[src/hw/rtl/insertion_sorter_unit_defines.svh]
// Assertion macros shared by the insertion sorter RTL.
// No dependencies; include by bare file name where assertions are written.
`ifndef INSERTION_SORTER_UNIT_DEFINES_SVH
`define INSERTION_SORTER_UNIT_DEFINES_SVH

// Same-cycle implication, disabled while reset is high.
`define ISU_ASSERT_NOW(label, clk, rst, ante, cons, msg) \
   label: assert property (@(posedge clk) disable iff (rst) (ante) |-> (cons)) \
      else $error(msg);

// Next-cycle implication, disabled while reset is high.
`define ISU_ASSERT_NEXT(label, clk, rst, ante, cons, msg) \
   label: assert property (@(posedge clk) disable iff (rst) (ante) |=> (cons)) \
      else $error(msg);

`endif

[src/hw/rtl/isu_pkg.sv]
// Types shared by the insertion sorter: transaction payloads, cell slot and cell control.
// No dependencies.
package isu_pkg;

   typedef struct packed {
      logic signed [63:0] value;
      logic               batch_end;
   } isu_req_type;

   typedef struct packed {
      logic signed [63:0] sorted_value;
      logic               last;
      logic               dropped;
   } isu_rsp_type;

   typedef struct packed {
      logic               valid;
      logic signed [63:0] value;
   } isu_slot_type;

   typedef struct packed {
      logic insert;
      logic drain;
   } isu_cell_ctl_type;

endpackage

[src/hw/rtl/isu_cell.sv]
// One cell of the sorting chain: holds one slot, compares against the broadcast value.
// Depends on isu_pkg.
module isu_cell (
   input  logic                      clock,
   input  logic                      reset,
   input  isu_pkg::isu_cell_ctl_type ctl,
   input  logic signed [63:0]        new_value,
   input  isu_pkg::isu_slot_type     prev_slot,
   input  logic                      prev_take,
   input  isu_pkg::isu_slot_type     next_slot,
   output isu_pkg::isu_slot_type     slot,
   output logic                      take
);
   import isu_pkg::*;

   logic               valid_ff, valid_in;
   logic signed [63:0] value_ff, value_in;

   // New value goes before any stored value equal to it.
   assign take = !valid_ff || (new_value <= value_ff);

   // Drain and insert never coincide; with neither, hold the slot.
   always_comb begin
      valid_in = valid_ff;
      value_in = value_ff;
      if (ctl.drain) begin
         valid_in = next_slot.valid;
         value_in = next_slot.value;
      end else if (ctl.insert && take) begin
         if (prev_take) begin
            valid_in = prev_slot.valid;
            value_in = prev_slot.value;
         end else begin
            valid_in = 1'b1;
            value_in = new_value;
         end
      end
   end

   always_ff @(posedge clock) begin
      if (reset) begin
         valid_ff <= 1'b0;
      end else begin
         valid_ff <= valid_in;
      end
      value_ff <= value_in;
   end

   assign slot.valid = valid_ff;
   assign slot.value = value_ff;

endmodule

[config.mk]
export PLATFORM = sky130hd
export DESIGN_NAME = isu_cell
export DESIGN_NICKNAME = d
export VERILOG_FILES = /design/src/hw/rtl/insertion_sorter_unit_defines.svh /design/src/hw/rtl/isu_pkg.sv /design/src/hw/rtl/isu_cell.sv
export SDC_FILE = /design/constraint.sdc
export NUM_CORES = 1
export LEC_CHECK = 0
export BUFFER_PORTS_ARGS = -buffer_cell sky130_fd_sc_hd__buf_2
export CORE_MARGIN = 1
export CORE_UTILIZATION = 35
export DETAILED_ROUTE_END_ITERATION = 10
export GPL_TIMING_DRIVEN = 0
export PLACE_DENSITY_LB_ADDON = 0.25
export SLEW_MARGIN = 20
export SYNTH_ARGS = -nofsm -noshare
export SYNTH_HDL_FRONTEND = slang
export SYNTH_SLANG_ARGS = --single-unit
[constraint.sdc]
create_clock -name clock -period 3.7 [get_ports clock]
set_input_delay 0.555 -clock clock [delete_from_list [all_inputs] [get_ports clock]]
set_output_delay 0.555 -clock clock [all_outputs]
set_load 0.02 [all_outputs]
; ---- Word level (Yosys, flattened, before mapping)
; Cells that the tools add are included.
; Widths: inputs -> output; s select.
[word_totals]
output_inout_bits = 66
latchBits = 0
input_bits = 199
word_cells = 13
rom_bits = 0
n_memories = 0
ram_bits = 0
register_bits = 65
[classes]
muxes = 6
bitwise = 0
reduce_logical = 4
n_eq_ne = 0
addsub = 0
mul = 0
magnitude_cmp = 1
div = 0
shift = 0
[op_table]
columns = cell, n
row1 = $mux 64, 3
row2 = $le 64x64->1, 1
row3 = $mux 1, 3
row4 = $reduce_bool 2->1, 1
row5 = $logic_and 1x1->1, 1
row6 = $logic_not 1->1, 1
row7 = $logic_or 1x1->1, 1

; ---- Depth between registers and ports, before layout
; Gate-level depths: netlist of run 1.
[depth]
word_depth = 5
depth_mapped = 10
depth_no_buf = 10

; ---- Least setup slack after synthesis of run 1
; OpenSTA, ideal clock, no wires.
[synth_path]
path_type = input port to flip-flop
startpoint = input port new_value[43]
endpoint = register valid_ff
path_buffers = 0
setup_ps = 121
cell_stages = 9
path_slack_ps = 619
t_required_ps = 3579
arrival_ps = 2960
path_cell_list = ha_1 -> nand4_2 -> nor4_4 -> nand4b_2 -> o31ai_1 -> or3_1 -> or3_1 -> o221a_4 -> mux2_4
[synth_via]
elab_chain_cells = 4
[synth_rtl]
columns = element, line
row1 = from (decl), isu_cell.sv:7  ; input logic signed [63:0] new_value,
row2 = $le 64x64->1, isu_cell.sv:20  ; assign take = !valid_ff || (new_value <= value_ff);
row3 = $logic_or 1x1->1, isu_cell.sv:20
row4 = $logic_and 1x1->1, isu_cell.sv:29  ; end else if (ctl.insert && take) begin
row5 = $reduce_bool 2->1 (no source line), -
row6 = to (signal assigned), isu_cell.sv:44  ; valid_ff <= valid_in;
row7 = to (decl), isu_cell.sv:16  ; logic valid_ff, valid_in;
; No other way between the ends.
; A chain may end at the register's enable or synchronous reset.

; ---- Worst setup path after layout of run 1
[layout_path]
startpoint = register value_ff[43]
endpoint = register valid_ff
[layout_via]
elab_chain_cells = 4
[layout_rtl]
columns = element, line
row1 = from (decl), isu_cell.sv:17  ; logic signed [63:0] value_ff, value_in;
row2 = from (signal assigned), isu_cell.sv:46  ; value_ff <= value_in;
row3 = $le 64x64->1, isu_cell.sv:20
row4 = $logic_or 1x1->1, isu_cell.sv:20
row5 = $logic_and 1x1->1, isu_cell.sv:29
row6 = $reduce_bool 2->1 (no source line), -
; No other way between the ends.

==> results of run 1 <==
logic make-up after synthesis:
logic type / after synthesis / share of synthesized area, %
xor gates and xnor gates: 1 / 0.175
and+or+nand+nor: 119 / 11.7
AOI/OAI and AO/OA: 118 / 13.3
muxes: 65 / 13.1
adders and majority gates: 64 / 16.0
buffers and inverters: 91 / 6.92
DFF: 65 / 38.8
worst max-delay path: stages, from the launching register on:
cell	delay, ps
edfxtp_1	340
inv_1	50
ha_1	320
nand4_2	150
nor4_4	410
nand4b_2	210
o31ai_1	390
or3_1	150
or3_1	100
o221a_4	880
mux2_4	350
per-stage QoR:
| step | cell area [um^2] | worst slack, ps | util (%) |
|---|---|---|---|
| 2_1_floorplan | 5010 | 619 | - |
| 4_1_cts | 6830 | 177 | 49.0 |
| 3_3_place_gp | 6550 | -67.8 | 47.0 |
| 5_1_grt | 6830 | 16.6 | 49.0 |
| 3_5_place_dp | 6550 | -101 | 47.0 |
| 6_report | 6830 | 230 | 49.0 |
routing by layer:
metal	up-vias	track usage, %
li1	2421	-
met1	2090	23.5
met2	158	33.5
met3	15	3.18
met4	0	7.02
met5	-	0
worst max path at each step:
stage	from	to	slack, ps
floorplan	new_value[43]	valid_ff	620
global placement	new_value[43]	valid_ff	-70
detailed placement	new_value[43]	valid_ff	-100
CTS	value_ff[42]	valid_ff	180
global route	value_ff[58]	valid_ff	20
finish	value_ff[43]	valid_ff	230
cell type report:
| type | count | area [um^2] | share of cell area (%) |
|---|---|---|---|
| buffer | 23 | 91.3 | 1.34 |
| timing repair buffer | 263 | 1320 | 19.3 |
| multi-input combinational | 367 | 2720 | 39.9 |
| tap | 180 | 225 | 3.30 |
| sequential | 65 | 1940 | 28.5 |
| inverter | 68 | 255 | 3.74 |
| clock inverter | 3 | 15.0 | 0.220 |
| clock buffer | 13 | 260 | 3.81 |
power by group:
group	internal [mW]	total, mW	switching [mW]
sequential	0.923	0.962	0.0395
combinational	0.316	0.771	0.455
clock	0.487	0.806	0.318
state kept, by name (all words and copies together), names as in the netlist:
name,count
value_ff,64
valid_ff,1
cells in the final DEF, fill, tap and decap left out, types with 2 or more instances in the layout:
cell type,instances
mux2i_1,64
inv_1,68
o21ai_0,72
buf_2,263
and4_1,4
clkinv_2,3
clkbuf_16,9
nand2_1,81
nor2_1,4
nor2b_1,2
nand4_2,2
nand4_1,9
edfxtp_1,64
a221oi_1,3
or3_1,3
clkbuf_8,2
a21o_1,4
ha_1,64
nand3_1,6
a21oi_1,26
buf_1,3
clkbuf_1,20
==> metrics, run 1 <==
status=complete, no violations; RSZ-0062 raised after global routing=no; CP required=3920 ps; Final Skew=6.24 ps; core box area=13900 um^2; worst hold endpoint=value_ff[23]; drt wl/cell=14.7 um; final worst path period share=93.8%; Synth top cells by count=81 x nand2_1, 72 x o21ai_0, 68 x inv_1; initial antenna violation count=0; Fin. Hold Viols=0; f_max=288 MHz; worst-margin pin slew=1040 ps; clock insertion delay at the later pin of the skew report=330 ps; DRT Wirelength=14400 um; Top Metal Used=met4; Peak VDD IR=158 uV; M1 WL=6250 um; RePlAce Congestion=0.802; CTS tree=done; Site Rows=43; total design power=2.54 mW; Via density=4.77; Hold Path Class=in -> reg; Diodes inserted=0; Fin Hold WS=497 ps; largest net degree at the start of global routing=66; top_reg_cell synth=edfxtp_1; ranking of synthesized cells by area=edfxtp_1 38%, ha_1 16%, mux2i_1 13%; routed vias=4684; cell taking the most area after synthesis=edfxtp_1; Slew Limit Fails=0; max_cap viols=0; I/O Buffers=263; r2r worst-path depth=10; # Post-CTS Setup Buffers=0; # IOs=265; Hold Path Cell Cnt=3; final setup fails=0; met3 routed WL=765 um; TritonCTS Buffers=9; drt drc=0; Post-Syn Area=5010 um^2; vias in the first global route=4434; Final nets=1060; Clk pin slew, worst setup/hold paths=60 ps; filler cell count=1409; First DRT Iteration DRCs=121; reg-to-reg setup timing slack=230 ps; Die ar.=14800 um^2; H-tree levels=3; Leak Pwr=3.58 nW; flops & latches, synth=65; register area share after synthesis=38.8%; Post-CTS Hold Buffers=0; R2R Path End=valid_ff; ys async rst share=0%; clock sink count=65; crit end category=register; Resized Gates After CTS=0; clk buf depth=2; post-synthesis cell count=523; Max Fanout on Critical Path=65; Detail Route Antenna Nets=0; Initial Util=35.9%; Overflow after GRT=0; reg2reg start=value_ff[43]; dpl cells=966; first-pass GRT wire length=21700 um; crit path kind=reg -> reg; syn_area_per_cell=9.58 um^2; area delta synth->final=36.3%; hold path startpoint=next_slot[23]; GRT Util Overall=19.2%; WP data arrival=3690 ps; Post-synth EDFFs=64; fin crit period=3470 ps; post-synth top area share=38.4%; HPWL Detailed=11600 um; Syn Nets=786; Synthesis Warnings=0; clock root buffer=clkbuf_16; TritonRoute pass-1 iters=4; Layout Cells excl Fill=982; Slew HR=30.9%; Die Wd=122 um; Synth cell types=44; CP Launch Type=register; top-count cell post-synth=nand2_1; layout cells sized above 1=36.2%; metal2 WL=7160 um; Vert. Die Dim=122 um; power per cell area=372 nW/um^2; TNS Setup=0 ps
Note: power is estimated with default switching activity, not from simulation.
==> run 2: changes to the inputs <==
Settings changed: ABC_CLOCK_PERIOD_IN_PS set to 3700, GPL_TIMING_DRIVEN 0 to unset.
==> run 2 against run 1 <==
Against the previous run: hold slack gained 8.2 ps; flip-flop and latch count is the same; global-route usage shrank 0.20 points; first-iteration DRC count grew 43%; die area is the same; combinational power grew 0.5%; clock skew is essentially flat; final cell count shrank 1.9%; largest power group unchanged.
==> metrics, run 2 (synthesis results as in run 1) <==
CP required=3140 ps; vias in the first global route=4562; hold path startpoint=next_slot[27]; # IOs=265; Slew Limit Fails=0; CTS tree=done; CP top delay family=simple AND/OR/NAND/NOR gates; First DRT Iteration DRCs=173; layout cells sized above 1=37.2%; Final nets=1042; WP buf/inv=2; Vert. Die Dim=122 um; Resized Gates After CTS=0; drt drc=0; largest net degree at the start of global routing=83; fin crit period=3240 ps; Critical-path top delay cell=ha_1; Die Wd=122 um; RePlAce Congestion=0.807; Hold Path Class=in -> reg; crit-path cells=inv_1, ha_1, nand4_2, nor3_4, nand4b_2, o21a_1, o311ai_2, nor2_1, xor2_1, nand2b_1, buf_2; Clk pin slew, worst setup/hold paths=50 ps; Fin. Hold Viols=0; clock root buffer=clkbuf_16; WP data arrival=2680 ps; I/O Buffers=264; Peak VDD IR=167 uV; Post-CTS Hold Buffers=0; max reg flops=64; clock insertion delay at the later pin of the skew report=330 ps; final worst path period share=87.6%; Via density=4.85; Diodes inserted=0; DRT Wirelength=13900 um; clock sink count=65; filler cell count=1316; Overflow after GRT=0; RSZ-0062 raised after global routing=no; commonest non-fill, non-tap cell in the layout=buf_2; area delta synth->final=35.5%; Initial Util=35.9%; drt wl/cell=14.5 um; TritonCTS Buffers=9; Final Skew=6.51 ps; clk buf depth=2; max_cap viols=0; f_max=309 MHz; final setup fails=0; Detail Route Antenna Nets=0; TNS Setup=0 ps; GRT Util Overall=18.9%; status=complete, no violations; worst-margin pin slew=1020 ps; TritonRoute pass-1 iters=4; HPWL Detailed=11300 um; routed vias=4675; H-tree levels=3; CP Launch Type=register; crit path kind=reg -> out; power per cell area=375 nW/um^2; Max Fanout on Critical Path=6; crit end category=primary output; Final Instance Area=6790 um^2; first-pass GRT wire length=21600 um; Die ar.=14800 um^2; core box area=13900 um^2; most frequent cells in the layout=262 x buf_2, 81 x nand2_1, 72 x o21ai_0; Slew HR=31.8%; placed cell areas=6510 um^2; top flop regs=value_ff: 64 flops, valid_ff: 1 flops; CP peak stage delay=440 ps; initial antenna violation count=0; Leak Pwr=3.57 nW; Critical Path Start=value_ff[63]; # Post-CTS Setup Buffers=0; reg2reg start=value_ff[63]; Site Rows=43; Most flops, register=value_ff
## run 2: where the power goes
group          leakage, nW  internal [mW]  switching (mW)
registers            0.668          0.922          0.0433
logic                 2.77          0.320           0.455
clock network        0.137          0.510           0.294
total                 3.57           1.75           0.792
## run 2: through the flow
stage	total power [mW]	utilization, %	setup slack [ps]	instances	hold WS [ps]
3_3_place_gp	1.74	46.7	381	948	639
2_1_floorplan	1.45	-	619	523	600
4_1_cts	2.58	48.7	358	963	495
5_1_grt	2.70	48.7	177	963	509
3_5_place_dp	1.76	46.7	350	948	667
6_report	2.55	48.7	461	963	505
## run 2: metal layers
| layer | share of wire [%] | up-vias | GRT usage, % |
|---|---|---|---|
| met5 | 0 | - | 0 |
| met4 | 2.7 | 0 | 8.80 |
| met3 | 5.2 | 28 | 2.76 |
| met2 | 51 | 155 | 34.3 |
| met1 | 41 | 2106 | 21.9 |
| li1 | - | 2386 | - |
## run 2: worst paths after layout
kind                                endpoint  slack [ps]  cells after the start
worst max-delay path                    take         460                     11
worst min-delay path            value_ff[27]         510                      3
worst max register to register  value_ff[47]         680                     10
worst min register to register      valid_ff         680                      2
## run 2: layout make-up
cell class                 instances  area [um^2]  area share, %
clock buffer                      10          229           3.37
clock inverter                     5         47.5          0.700
inverter                          68          255           3.76
multi-input combinational        367         2720           40.1
sequential                        65         1940           28.6
tap                              180          225           3.32
timing repair buffer             268         1370           20.2
## run 2: tightest hold or removal path: stages
cell and delay [ps]:
buf_2 70, nand2_1 40, o21ai_0 50
